<file path="src/rtl/sil_pkg.sv">
package sil_pkg;

  // Widths of the item fields
  localparam int KEY_W    = 16;
  localparam int TAG_W    = 16;
  localparam int STATUS_W = 2;

  // Request modes
  localparam logic MODE_INSERT = 1'b0;
  localparam logic MODE_READ   = 1'b1;

  // Result status codes
  localparam logic [STATUS_W-1:0] ST_RECORD = 2'd0;
  localparam logic [STATUS_W-1:0] ST_EMPTY  = 2'd1;
  localparam logic [STATUS_W-1:0] ST_ACCEPT = 2'd2;
  localparam logic [STATUS_W-1:0] ST_DROP   = 2'd3;

  // Commands from the controller to the datapath
  typedef struct packed {
    logic                insert;
    logic                start_read;
    logic                rotate;
    logic                load_out;
    logic [STATUS_W-1:0] out_status;
    logic                out_last;
  } sil_cmd_t;

  // Status from the datapath to the controller
  typedef struct packed {
    logic full;
    logic empty;
    logic rd_last;
  } sil_stat_t;

endpackage

</file>
<file path="src/rtl/sil_datapath.sv">
module sil_datapath import sil_pkg::*; #(
  parameter int CAPACITY = 16,
  parameter int KEY_BITS = 16
) (
  input  logic                clk,
  input  logic                rst,
  input  sil_cmd_t            cmd,
  output sil_stat_t           stat,
  input  logic [KEY_W-1:0]    in_key,
  input  logic [TAG_W-1:0]    in_tag,
  output logic [STATUS_W-1:0] out_status,
  output logic [KEY_W-1:0]    out_key,
  output logic [TAG_W-1:0]    out_tag,
  output logic                out_last
);

  localparam int KW = (KEY_BITS < KEY_W) ? KEY_BITS : KEY_W;
  localparam int CW = $clog2(CAPACITY + 1);

  logic [KW-1:0]    key_cell [CAPACITY];
  logic [TAG_W-1:0] tag_cell [CAPACITY];
  logic [CAPACITY-1:0] ge;
  logic [CW-1:0]    fill_count;
  logic [CW-1:0]    rd_cnt;
  logic [KW-1:0]    new_key;

  assign new_key      = KW'(in_key);
  assign stat.full    = (fill_count == CW'(CAPACITY));
  assign stat.empty   = (fill_count == '0);
  assign stat.rd_last = (rd_cnt == CW'(1));

  // Each cell compares against the new key and either holds, takes the new
  // record, or takes its lower neighbour; on readout the valid region rotates
  // towards cell 0.
  for (genvar i = 0; i < CAPACITY; i++) begin : g_cell
    localparam logic [CW-1:0] IDX = CW'(i);
    localparam logic [CW-1:0] NXT = CW'(i + 1);
    localparam int P = (i == 0) ? 0 : i - 1;
    localparam int J = (i == CAPACITY - 1) ? i : i + 1;

    logic prev_ge;
    logic is_pos;

    assign ge[i]   = (IDX < fill_count) && (key_cell[i] >= new_key);
    assign prev_ge = (i != 0) && ge[P];
    assign is_pos  = !prev_ge && (ge[i] || (IDX == fill_count));

    always_ff @(posedge clk) begin
      if (cmd.insert) begin
        if (prev_ge) begin
          key_cell[i] <= key_cell[P];
          tag_cell[i] <= tag_cell[P];
        end else if (is_pos) begin
          key_cell[i] <= new_key;
          tag_cell[i] <= in_tag;
        end
      end else if (cmd.rotate) begin
        if (NXT < fill_count) begin
          key_cell[i] <= key_cell[J];
          tag_cell[i] <= tag_cell[J];
        end else if (NXT == fill_count) begin
          key_cell[i] <= key_cell[0];
          tag_cell[i] <= tag_cell[0];
        end
      end
    end
  end

  always_ff @(posedge clk) begin
    if (rst) begin
      fill_count <= '0;
      rd_cnt     <= '0;
    end else begin
      if (cmd.insert) begin
        fill_count <= fill_count + CW'(1);
      end
      if (cmd.start_read) begin
        rd_cnt <= fill_count;
      end else if (cmd.rotate) begin
        rd_cnt <= rd_cnt - CW'(1);
      end
    end
  end

  // Result payload
  always_ff @(posedge clk) begin
    if (cmd.load_out) begin
      out_status <= cmd.out_status;
      out_last   <= cmd.out_last;
      if (cmd.out_status == ST_RECORD) begin
        out_key <= KEY_W'(key_cell[0]);
        out_tag <= tag_cell[0];
      end else begin
        out_key <= '0;
        out_tag <= '0;
      end
    end
  end

`ifndef SYNTHESIS
  a_fill_bounded: assert property (@(posedge clk) disable iff (rst)
    cmd.insert |=> (fill_count == $past(fill_count) + CW'(1)) && (fill_count <= CW'(CAPACITY)))
    else $error("fill count out of step");

  a_no_insert_full: assert property (@(posedge clk) disable iff (rst)
    cmd.insert |-> !stat.full)
    else $error("insert into full table");

  a_rotate_in_range: assert property (@(posedge clk) disable iff (rst)
    cmd.rotate |-> (rd_cnt != '0) && (rd_cnt <= fill_count))
    else $error("rotate outside readout");
`endif

endmodule

</file>
<file path="config.mk">
export PLATFORM = sky130hd
export DESIGN_NAME = sil_datapath
export DESIGN_NICKNAME = d
export VERILOG_FILES = /design/src/rtl/sil_pkg.sv /design/src/rtl/sil_datapath.sv
export SDC_FILE = /design/constraint.sdc
export NUM_CORES = 2
export LEC_CHECK = 0
export CAP_MARGIN = 25
export CORE_UTILIZATION = 45
export CTS_BUF_LIST = sky130_fd_sc_hd__clkbuf_4
export DETAILED_ROUTE_END_ITERATION = 10
export DONT_BUFFER_PORTS = 1
export PLACE_DENSITY = 0.65
export SETUP_SLACK_MARGIN = 0.15
export SYNTH_ARGS = -nofsm -noshare
export SYNTH_HDL_FRONTEND = slang
export SYNTH_SLANG_ARGS = --single-unit
</file>
<file path="constraint.sdc">
create_clock -name clk -period 17.9 [get_ports clk]
set_clock_uncertainty 0.15 [all_clocks]
set_input_delay 3.58 -clock clk [delete_from_list [all_inputs] [get_ports clk]]
set_output_delay 3.58 -clock clk [all_outputs]
set_load 0.03 [all_outputs]
</file>
==> impl_metrics.env <==
export IMPL_worstMarginPinSlew_ns=1.07
export IMPL_post_cts_buffers=0
export IMPL_p_sw_share_pct=26.8
export IMPL_clk_latency_ns=1.06
export IMPL_postCtsResizedCells=0
export IMPL_start_util_pct=45.7
export IMPL_start_kind="flop"
export IMPL_cp_slowest_stage_delay_ns=0.64
export IMPL_final_hold_viol_count=0
export IMPL_slowest_stage="nor3_2"
export IMPL_layout_common_cells="547 x edfxtp_1, 353 x a22oi_1, 336 x mux2i_1, 261 x ha_1, 256 x o21ai_1"
export IMPL_die_area_um2=81700
export IMPL_min_period_over_period_pct=37.4
export IMPL_cellPowerDensity_nw_per_um2=76.3
export IMPL_power_internal_uw=2180
export IMPL_ir_drop_mv=0.0560
export IMPL_placed_area_um2=37000
export IMPL_slew_headroom_pct=28.5
export IMPL_status="finished, final reports clean"
export IMPL_fmax_mhz=150
export IMPL_synth_warnings=0
export IMPL_std_cell_rows=103
export IMPL_critPathCaptureType="primary output"
export IMPL_first_pass_iters=5
export IMPL_grt_max_degree=67
export IMPL_synth_edf_count=547
export IMPL_grt_pass1_wl_um=169000
export IMPL_syn_area_um2=36200
export IMPL_wirelength_um=109000
export IMPL_worstPathCellList="inv_1 > ha_1 > nand2b_1 > nor3_2"
export IMPL_dp_cells=4172
export IMPL_synth_seq_cells=557
export IMPL_io_buffers=0
export IMPL_drive_gt1_share_pct=12.1
export IMPL_combPwrFrac_pct=7.4
export IMPL_clk_pin_slew_worst_paths_ns=0.06
export IMPL_pwr_share_seq_pct=51.7
export IMPL_grt_pass1_vias=28000
export IMPL_synth_fp_nets=3661
export IMPL_core_area_um2=79400
export IMPL_cp_required_ns=14.17
export IMPL_report_final_slew_viol_count=0
export IMPL_track_usage_pct=26.4
export IMPL_clkPwrFrac_pct=41.0
export IMPL_drc_errors=0
export IMPL_vias=28500
export IMPL_first_iter_violations=2937
export IMPL_viasPerCell=6.40
export IMPL_power_leakage_uw=0.0136
export IMPL_stdcell_area_um2=39100
export IMPL_synthFlopType="edfxtp_1"
export IMPL_path_class="flop to primary output"
export IMPL_synthArstFlopShare_pct=0
export IMPL_syn_to_final_growth_pct=7.82
export IMPL_drv_cap=0
export IMPL_period_needed_ns=6.69
export IMPL_min_path_type="flop to flop"
export IMPL_wl_per_cell_um=24.5
export IMPL_cp_num_buf_inv=1
export IMPL_power_switching_uw=798
export IMPL_numCtsBuffers=158
export IMPL_seqCellArea_um2=16600
export IMPL_avgSynthCellArea_um2=10.8
export IMPL_ios=79
export IMPL_layout_commonest_cell="edfxtp_1"
export IMPL_clockBufferDepth=3
export IMPL_routabilityCongestion=0.926
export IMPL_fill_cells=7303
export IMPL_cts_max_level=4
export IMPL_crit_arrival_ns=2.96
export IMPL_seq_area_frac_synth_pct=45.9
export IMPL_cts_sinks=557
export IMPL_crit_path_max_fanout=7
export IMPL_ant_nets=0
export IMPL_critPathTopFamily="simple AND/OR/NAND/NOR gates"
export IMPL_cts_hold_buffers=0
export IMPL_yosysUniqueCellTypes=85
export IMPL_grt_overflow_total=0
export IMPL_dp_hpwl_um=79200
export IMPL_cts_tree="done"
export IMPL_synthCells=3359
export IMPL_finalSetupTns_ns=0
export IMPL_rsz0062_at_grt="false"
export IMPL_dieWidth_um=286
export IMPL_multi_input_area_um2=18200
export IMPL_stdcell_count=4447
export IMPL_root_buffer="clkbuf_4"
export IMPL_nets=3585
export IMPL_antenna_found_initial=2
export IMPL_finalSetupViolCount=0
export IMPL_die_h_um=286
## stage by stage
step | util [%] | setup WS, ns | total power, uW | hold WS [ns]
5_1_grt | 49.2 | 11.09 | 3090 | 0.431
6_report | 49.2 | 11.21 | 2980 | 0.397
2_1_floorplan | - | 9.45 | 1700 | 0.373
3_5_place_dp | 46.7 | 10.31 | 1780 | 0.396
3_3_place_gp | 46.5 | 10.39 | 1780 | 0.381
4_1_cts | 49.2 | 11.20 | 3000 | 0.394
## layer usage
layer	GRT usage, %	part of all wire, %	up-vias
li1	-	-	13100
met1	35.6	43	13800
met2	42.2	46	1279
met3	5.01	7.7	226
met4	10.0	3.2	0
met5	0	0	-
## cell families (layout without fill, tap and decap cells)
logic type | Yosys count | count (layout) | share of synthesized area (%)
compound gates | 1148 | 1148 | 20.9
xor+xnor | 8 | 8 | 0.193
fa+ha+maj | 261 | 261 | 9.01
buf+inv | 374 | 406 | 4.74
flops | 557 | 557 | 45.9
mux | 383 | 383 | 10.7
other cells | 0 | 6 | 0
simple gates | 628 | 628 | 8.50
## cells in the mapped netlist, types with 13 or more instances
cell type,count,area share [%]
nand4_1,30,0.52
buf_6,13,0.40
mux2_1,31,0.96
a21o_1,20,0.41
buf_4,25,0.52
o21a_1,24,0.50
ha_1,261,9.0
clkbuf_1,224,2.3
a221o_1,31,0.86
mux2_2,16,0.50
nand2_1,193,2.0
a2111oi_0,17,0.41
mux2i_1,336,9.3
nor2_1,108,1.1
a22oi_1,353,7.3
a21oi_1,138,1.9
o211ai_1,88,1.8
o22ai_1,28,0.48
o21ai_1,256,3.5
and3_1,37,0.64
and2_1,37,0.64
nand2b_1,22,0.38
nand3_1,130,1.8
edfxtp_1,547,45
a211oi_1,28,0.58
nor3_1,24,0.33
buf_2,50,0.69
o21ai_0,105,1.4
inv_1,45,0.47
## power groups by stage
stage	logic, uW	registers (uW)	clock network (uW)
after global routing	243	1540	1300
after floorplan	189	1510	0
after global placement	212	1560	0
final	220	1540	1220
after detailed placement	217	1560	0
after CTS	218	1540	1240
## registers in the layout (all words and copies together), names as in the netlist
name	flops
tag_cell	256
out_last	1
rd_cnt	5
key_cell	256
fill_count	5
out_tag	16
out_key	16
out_status	2
## cell type report
type                    instances  area share [%]
well taps                    1050            3.36
diodes                          6          0.0384
inverters                      48           0.461
clock buffers                 226            4.34
repair buffers                 90            1.99
flip-flops and latches        557            42.5
multi-input cells            2428            46.5
clock inverters                42           0.743
## final timing paths
check	start	endpoint	slack (ns)	cells past startpoint
worst max-delay path	fill_count[0]	stat[1]	11.21	4
worst min-delay path	tag_cell[0][19]	tag_cell[0][3]	0.40	1
worst max register to register	fill_count[1]	key_cell[1][122]	13.55	8
worst min register to register	tag_cell[0][19]	tag_cell[0][3]	0.40	1
## worst register-to-register path: stages, from the launching register on
cell and delay [ns]:
dfxtp_1 0.88, and2_1 0.66, a21oi_1 0.37, a211oi_1 0.30, a211oi_1 0.12, nor3_4 0.70, buf_4 0.54, mux2i_1 0.25
a21oi_1 0.09
Power figures use the tool's default switching activity.
