$ cat src/rtl/sil_pkg.sv
package sil_pkg;

  // Widths of the item fields
  localparam int KEY_W    = 16;
  localparam int TAG_W    = 16;
  localparam int STATUS_W = 2;

  // Request modes
  localparam logic MODE_INSERT = 1'b0;
  localparam logic MODE_READ   = 1'b1;

  // Result status codes
  localparam logic [STATUS_W-1:0] ST_RECORD = 2'd0;
  localparam logic [STATUS_W-1:0] ST_EMPTY  = 2'd1;
  localparam logic [STATUS_W-1:0] ST_ACCEPT = 2'd2;
  localparam logic [STATUS_W-1:0] ST_DROP   = 2'd3;

  // Commands from the controller to the datapath
  typedef struct packed {
    logic                insert;
    logic                start_read;
    logic                rotate;
    logic                load_out;
    logic [STATUS_W-1:0] out_status;
    logic                out_last;
  } sil_cmd_t;

  // Status from the datapath to the controller
  typedef struct packed {
    logic full;
    logic empty;
    logic rd_last;
  } sil_stat_t;

endpackage

$ cat src/rtl/sil_ctrl.sv
module sil_ctrl import sil_pkg::*; (
  input  logic      clk,
  input  logic      rst,
  input  logic      in_valid,
  input  logic      in_mode,
  output logic      in_ready,
  output logic      out_valid,
  input  logic      out_ready,
  input  sil_stat_t stat,
  output sil_cmd_t  cmd
);

  localparam logic S_IDLE = 1'b0;
  localparam logic S_READ = 1'b1;

  logic state;
  logic state_next;
  logic out_valid_next;
  logic out_free;

  assign out_free = !out_valid || out_ready;
  assign in_ready = (state == S_IDLE) && out_free;

  always_comb begin
    cmd            = '0;
    state_next     = state;
    case (state)
      S_IDLE: begin
        if (in_valid && in_ready) begin
          cmd.load_out = 1'b1;
          cmd.out_last = 1'b1;
          if (in_mode == MODE_INSERT) begin
            if (stat.full) begin
              cmd.out_status = ST_DROP;
            end else begin
              cmd.insert     = 1'b1;
              cmd.out_status = ST_ACCEPT;
            end
          end else if (stat.empty) begin
            cmd.out_status = ST_EMPTY;
          end else begin
            cmd.load_out   = 1'b0;
            cmd.start_read = 1'b1;
            state_next     = S_READ;
          end
        end
      end
      S_READ: begin
        if (out_free) begin
          cmd.load_out   = 1'b1;
          cmd.rotate     = 1'b1;
          cmd.out_status = ST_RECORD;
          cmd.out_last   = stat.rd_last;
          if (stat.rd_last) begin
            state_next = S_IDLE;
          end
        end
      end
      default: begin
        state_next = S_IDLE;
      end
    endcase
  end

  always_comb begin
    if (cmd.load_out) begin
      out_valid_next = 1'b1;
    end else if (out_ready) begin
      out_valid_next = 1'b0;
    end else begin
      out_valid_next = out_valid;
    end
  end

  always_ff @(posedge clk) begin
    if (rst) begin
      state     <= S_IDLE;
      out_valid <= 1'b0;
    end else begin
      state     <= state_next;
      out_valid <= out_valid_next;
    end
  end

`ifndef SYNTHESIS
  a_no_accept_in_read: assert property (@(posedge clk) disable iff (rst)
    (state == S_READ) |-> !in_ready)
    else $error("request accepted during readout");

  a_read_ends_idle: assert property (@(posedge clk) disable iff (rst)
    (cmd.rotate && stat.rd_last) |=> (state == S_IDLE))
    else $error("readout did not end after final record");

  a_result_not_lost: assert property (@(posedge clk) disable iff (rst)
    (out_valid && !out_ready) |-> !cmd.load_out)
    else $error("result overwritten while waiting");
`endif

endmodule

$ cat config.mk
export PLATFORM = sky130hd
export DESIGN_NAME = sil_ctrl
export DESIGN_NICKNAME = d
export VERILOG_FILES = /design/src/rtl/sil_pkg.sv /design/src/rtl/sil_ctrl.sv
export SDC_FILE = /design/constraint.sdc
export NUM_CORES = 1
export LEC_CHECK = 0
export BUFFER_PORTS_ARGS = -buffer_cell sky130_fd_sc_hd__buf_2
export CAP_MARGIN = 20
export CORE_AREA = 2 2 39 41
export CTS_BUF_LIST = sky130_fd_sc_hd__clkbuf_8
export CTS_CLUSTER_SIZE = 24
export DETAILED_ROUTE_END_ITERATION = 16
export DIE_AREA = 0 0 41 43
export PLACE_DENSITY_LB_ADDON = 0.2
export SLEW_MARGIN = 10
export SYNTH_ARGS = -nofsm -noshare
export SYNTH_HDL_FRONTEND = slang
export SYNTH_SLANG_ARGS = --single-unit
$ cat constraint.sdc
create_clock -name clk -period 2.5 [get_ports clk]
set_input_delay 0.25 -clock clk [delete_from_list [all_inputs] [get_ports clk]]
set_output_delay 0.25 -clock clk [all_outputs]
set_load 0.01 [all_outputs]
==> results.cfg, run 1 <==
[pwr]
swShare = 0.232
seqPwrFrac = 0.176
p_switching_w = 0.0000478
cellInternalPower_w = 0.000158
powerDensity_mw_per_mm2 = 642
power_frac_comb = 0.211
vdd_ir_drop_max_uv = 374
clkPwrFrac = 0.613
p_leak_nw = 0.168

[worst_setup_path]
path_buf_inv = 1
end_kind = primary output
critical-path-top-delay-family = flip-flops
critPathKind = reg -> out
reg2regPathDepth = 3
cp.depth = 4
crit_fanout = 5
worstPathRequired_ns = 2.25
worstPathArrival_ns = 1.15
cp_slowest_cell = dfxtp_1
cpPeakStageDelay_ns = 0.36
startpoint_type = register
cp_cell_sequence = nand2b_4 > and2b_4 > a31o_1 > buf_2

[place]
place.gp.congestion = 0.655
dp_hpwl_um = 369
portBuffers = 16
place_area_um2 = 279

[grt]
grt_pass1_vias = 166
grt_pass1_wl_um = 703
antenna_found_initial = 0
grt_max_degree = 7
gr-total-overflow = 0
grt_usage = 0.0611

[clock_network]
cts_hold_buf = 0
cts_tree = done
cts_sinks = 2
cts_setup_buffers = 0
ctsResizeCount = 0
clockRootBuffer = clkbuf_8
h-tree-depth = 1
cts_buffers = 3
clk_latency_ns = 0.21
clk_pin_slew_ns = 0.03
cts.path.max_buffers = 2

[die]
core-area_mm2 = 0.00138
die_area_mm2 = 0.00176
die_width_um = 41
fp.dieH_um = 43
start_util = 0.135
row_count = 14
io_pins = 17

[finish]
nets = 49
layout_commonest_cell = buf_2
antenna_cells = 0
utilization = 0.231
seqCellArea_um2 = 40.0
multi_input_area_um2 = 139
drive_gt1_frac = 0.615
final_area_um2 = 320
layout_common_cells = buf_2, nor2_1, clkbuf_8
syn2layout_area_growth_pct = 71.8
fillers = 153

[synthesis]
syn_avg_cell_area_um2 = 8.88
yosys_register_bits = 2
syn_area_um2 = 186
yosys.area.top_type = dfxtp_1
yosys-top-cells-area = dfxtp_1, nand3b_4, o32ai_2
synth.net_count = 29
synth_top_area_frac = 0.215
synth.distinct_cells = 16
synth_seq_area_share = 0.215
yosys_warnings = 0
syn_inst = 21

[timing]
tns_ns = 0
worstMarginPinSlew_ns = 0.192
fin_crit_sh = 0.561
setup_viol = 0
slew_violations = 0
finClkSkew_ns = 0.00359
finalHoldViolations = 0
max_slew_margin = 0.872
min_period_ns = 1.40
max_freq_ghz = 0.714
rsz0062_at_grt = false

[detailed_routing]
drt_iter0_drc = 0
drc = 0
wl_per_cell_um = 8.49
ant_nets = 0
via_count = 203
dr.pass1.iters = 1
drt_wl_total_um = 467
via_per_inst = 3.69

[flow_run]
maxCapViolations = 0

[run_status]
outcome = finished, final reports clean

[hold_path]
worstHoldPathCells = 2
min_path_type = in -> reg
## metrics by stage
step	power (W)	hold slack (ns)	setup WS (ns)	std cells
5_1_grt	0.000219	0.266	1.04	55
3_3_place_gp	0.0000810	0.463	1.25	52
3_5_place_dp	0.0000807	0.456	1.25	52
4_1_cts	0.000209	0.246	1.08	55
2_1_floorplan	0.0000636	0.319	1.25	21
6_report	0.000206	0.247	1.10	55
## per-layer routing
metal / share of wire / global-route usage / routed length (um)
met5: 0 / 0 / 0
met3: 0.15 / 0.0681 / 68
met1: 0.47 / 0.0799 / 221
met2: 0.38 / 0.0719 / 177
met4: 0 / 0 / 0
## flip-flops by register name, summed over array words and instances (netlist names)
name,cells
out_valid,1
state,1
## cell type report
class / instances / share of cell area
clock buffers: 3 / 0.129
multi-input cells: 18 / 0.434
repair buffers: 16 / 0.250
flip-flops and latches: 2 / 0.125
well taps: 16 / 0.0625
## power groups by stage
| stage | clock (W) | combinational [W] | sequential, W |
|---|---|---|---|
| floorplan | 0 | 0.0000266 | 0.0000370 |
| global placement | 0 | 0.0000444 | 0.0000366 |
| detailed placement | 0 | 0.0000441 | 0.0000365 |
| CTS | 0.000129 | 0.0000443 | 0.0000362 |
| global route | 0.000133 | 0.0000486 | 0.0000365 |
| finish | 0.000126 | 0.0000434 | 0.0000361 |
## cell usage after synthesis (all sizes together)
| cell | n |
|---|---|
| nand2b | 3 |
| nor2 | 3 |
| and2 | 2 |
| dfxtp | 2 |
| nand2 | 2 |
| a21oi | 1 |
| a31o | 1 |
| and2b | 1 |
| buf | 1 |
| mux2i | 1 |
| nand3 | 1 |
| nand3b | 1 |
| nor3 | 1 |
| o32ai | 1 |
## final timing paths
check,from,to,slack [ns]
min,rst,out_valid,0.25
max reg2reg,out_valid,state,1.63
max,out_valid,cmd[3],1.10
min reg2reg,state,state,0.53
## logic make-up (layout without fill, tap and decap cells)
kind of cell,Yosys count,count (layout),share of synthesized area
buffers and inverters,1,19,0.0403
DFF,2,2,0.215
and+or+nand+nor,14,14,0.530
AOI/OAI and AO/OA,3,3,0.161
muxes,1,1,0.0537
(Power assumes the default switching activity.)
==> run 2: changes to the inputs <==
==> constraint.sdc (replaced) <==
create_clock -name clk -period 1.3 [get_ports clk]
set_input_delay 0.13 -clock clk [delete_from_list [all_inputs] [get_ports clk]]
set_output_delay 0.13 -clock clk [all_outputs]
set_load 0.01 [all_outputs]
==> run 2 against run 1 <==
Effect of this change:
- via count rose by 3.4%
- final area increased by 0.78%
- register-to-register slack got worse by 1.2 ns
- critical path type unchanged
- largest power group unchanged
- highest routed layer unchanged
==> results.cfg, run 2 (synthesis gave the netlist of run 1 again) <==
[detailed_routing]
via_per_inst = 3.82
drt_wl_total_um = 527
via_count = 210
ant_nets = 0
drc = 0
dr.pass1.iters = 2
drt_iter0_drc = 2
wl_per_cell_um = 9.58

[die]
die_width_um = 41
io_pins = 17
row_count = 14
die_area_mm2 = 0.00176
start_util = 0.135
fp.dieH_um = 43
core-area_mm2 = 0.00138

[place]
place.gp.congestion = 0.650
dp_hpwl_um = 394
portBuffers = 16
place_area_um2 = 279

[grt]
antenna_found_initial = 0
grt_pass1_wl_um = 800
grt_pass1_vias = 187
gr-total-overflow = 0
grt_max_degree = 7
grt_usage = 0.0792

[finish]
layout_common_cells = buf_2, nor2_1, clkbuf_8
antenna_cells = 0
drive_gt1_frac = 0.667
final_area_um2 = 323
syn2layout_area_growth_pct = 73.2
nets = 49
layout_commonest_cell = buf_2
reg.largest.list = out_valid (1), state (1)

[run_status]
outcome = finished, final reports clean

[worst_setup_path]
critPathKind = reg -> out
crit_fanout = 5
worstPathArrival_ns = 1.12
worstPathRequired_ns = 1.17
cp_cell_sequence = nand2b_4 > and2b_4 > a31o_1 > buf_2
cpPeakStageDelay_ns = 0.34
startpoint_type = register
rrSetupSlack_ns = 0.44
end_kind = primary output
cp_slowest_cell = dfxtp_2

[hold_path]
min_path_type = in -> reg

[clock_network]
clk_latency_ns = 0.21
cts_hold_buf = 0
h-tree-depth = 1
cts_buffers = 3
cts_setup_buffers = 0
cts_sinks = 2
clockRootBuffer = clkbuf_8
clk_pin_slew_ns = 0.03
cts.path.max_buffers = 2
cts_tree = done

[timing]
min_period_ns = 1.25
tns_ns = 0
worstMarginPinSlew_ns = 0.180
setup_viol = 0
rsz0062_at_grt = false
finClkSkew_ns = 0.00404
fin_crit_sh = 0.964
slew_violations = 0
max_slew_margin = 0.880
max_freq_ghz = 0.798
finalHoldViolations = 0

[pwr]
p_leak_nw = 0.168
vdd_ir_drop_max_uv = 487
powerDensity_mw_per_mm2 = 1250

[flow_run]
maxCapViolations = 0
==> run 2: cell count changes in the layout (fill, tap and decap cells not counted) <==
cell | before | now
dfxtp_1 | 2 | 0
dfxtp_2 | 0 | 2
==> run 2: what timing repair did <==
item,4_1_cts,5_1_grt
gates cloned,0,0
pin swaps,0,0
resized for setup,1,1
setup endpoints to repair,1,1
==> run 2: layout make-up <==
| class | instances | area, um^2 |
|---|---|---|
| fill | 161 | 1060 |
| multi-input combinational | 18 | 139 |
| timing repair buffer | 16 | 80.1 |
| sequential | 2 | 42.5 |
| clock buffer | 3 | 41.3 |
| tap | 16 | 20.0 |
==> run 2: path summary, 6_finish.rpt <==
kind,start,to,depth (start not counted)
max,out_valid,cmd[3],4
min,rst,out_valid,2
max reg2reg,out_valid,state,3
min reg2reg,state,state,2
==> run 2: per-layer routing <==
layer,share of wire,vias up,track usage
met1,0.46,87,0.0895
met4,0,0,0.0400
met2,0.36,15,0.0844
met5,0,-,0
met3,0.18,0,0.0942
li1,-,108,-
==> run 2: stage by stage <==
| stage | utilization | worst slack (ns) | hold WS, ns | std cells | power (W) |
|---|---|---|---|---|---|
| 4_1_cts | 0.232 | 0.0329 | 0.116 | 55 | 0.000415 |
| 3_3_place_gp | 0.202 | 0.252 | 0.353 | 52 | 0.000157 |
| 5_1_grt | 0.233 | 0.00316 | 0.140 | 55 | 0.000431 |
| 2_1_floorplan | - | 0.170 | 0.199 | 21 | 0.000122 |
| 3_5_place_dp | 0.202 | 0.228 | 0.340 | 52 | 0.000155 |
| 6_report | 0.233 | 0.0463 | 0.120 | 55 | 0.000404 |
==> run 2: power by group <==
group	internal, W	switching [W]
clock	0.000196	0.0000528
combinational	0.0000424	0.0000419
sequential	0.0000666	0.00000412
==> run 2: critical path, delay by kind of cell (launching register included) <==
| kind | cells | cell delay, ns |
|---|---|---|
| buffers and inverters | 1 | 0.13 |
| DFF | 1 | 0.34 |
| and+or+nand+nor | 2 | 0.25 |
| AOI/OAI and AO/OA | 1 | 0.19 |
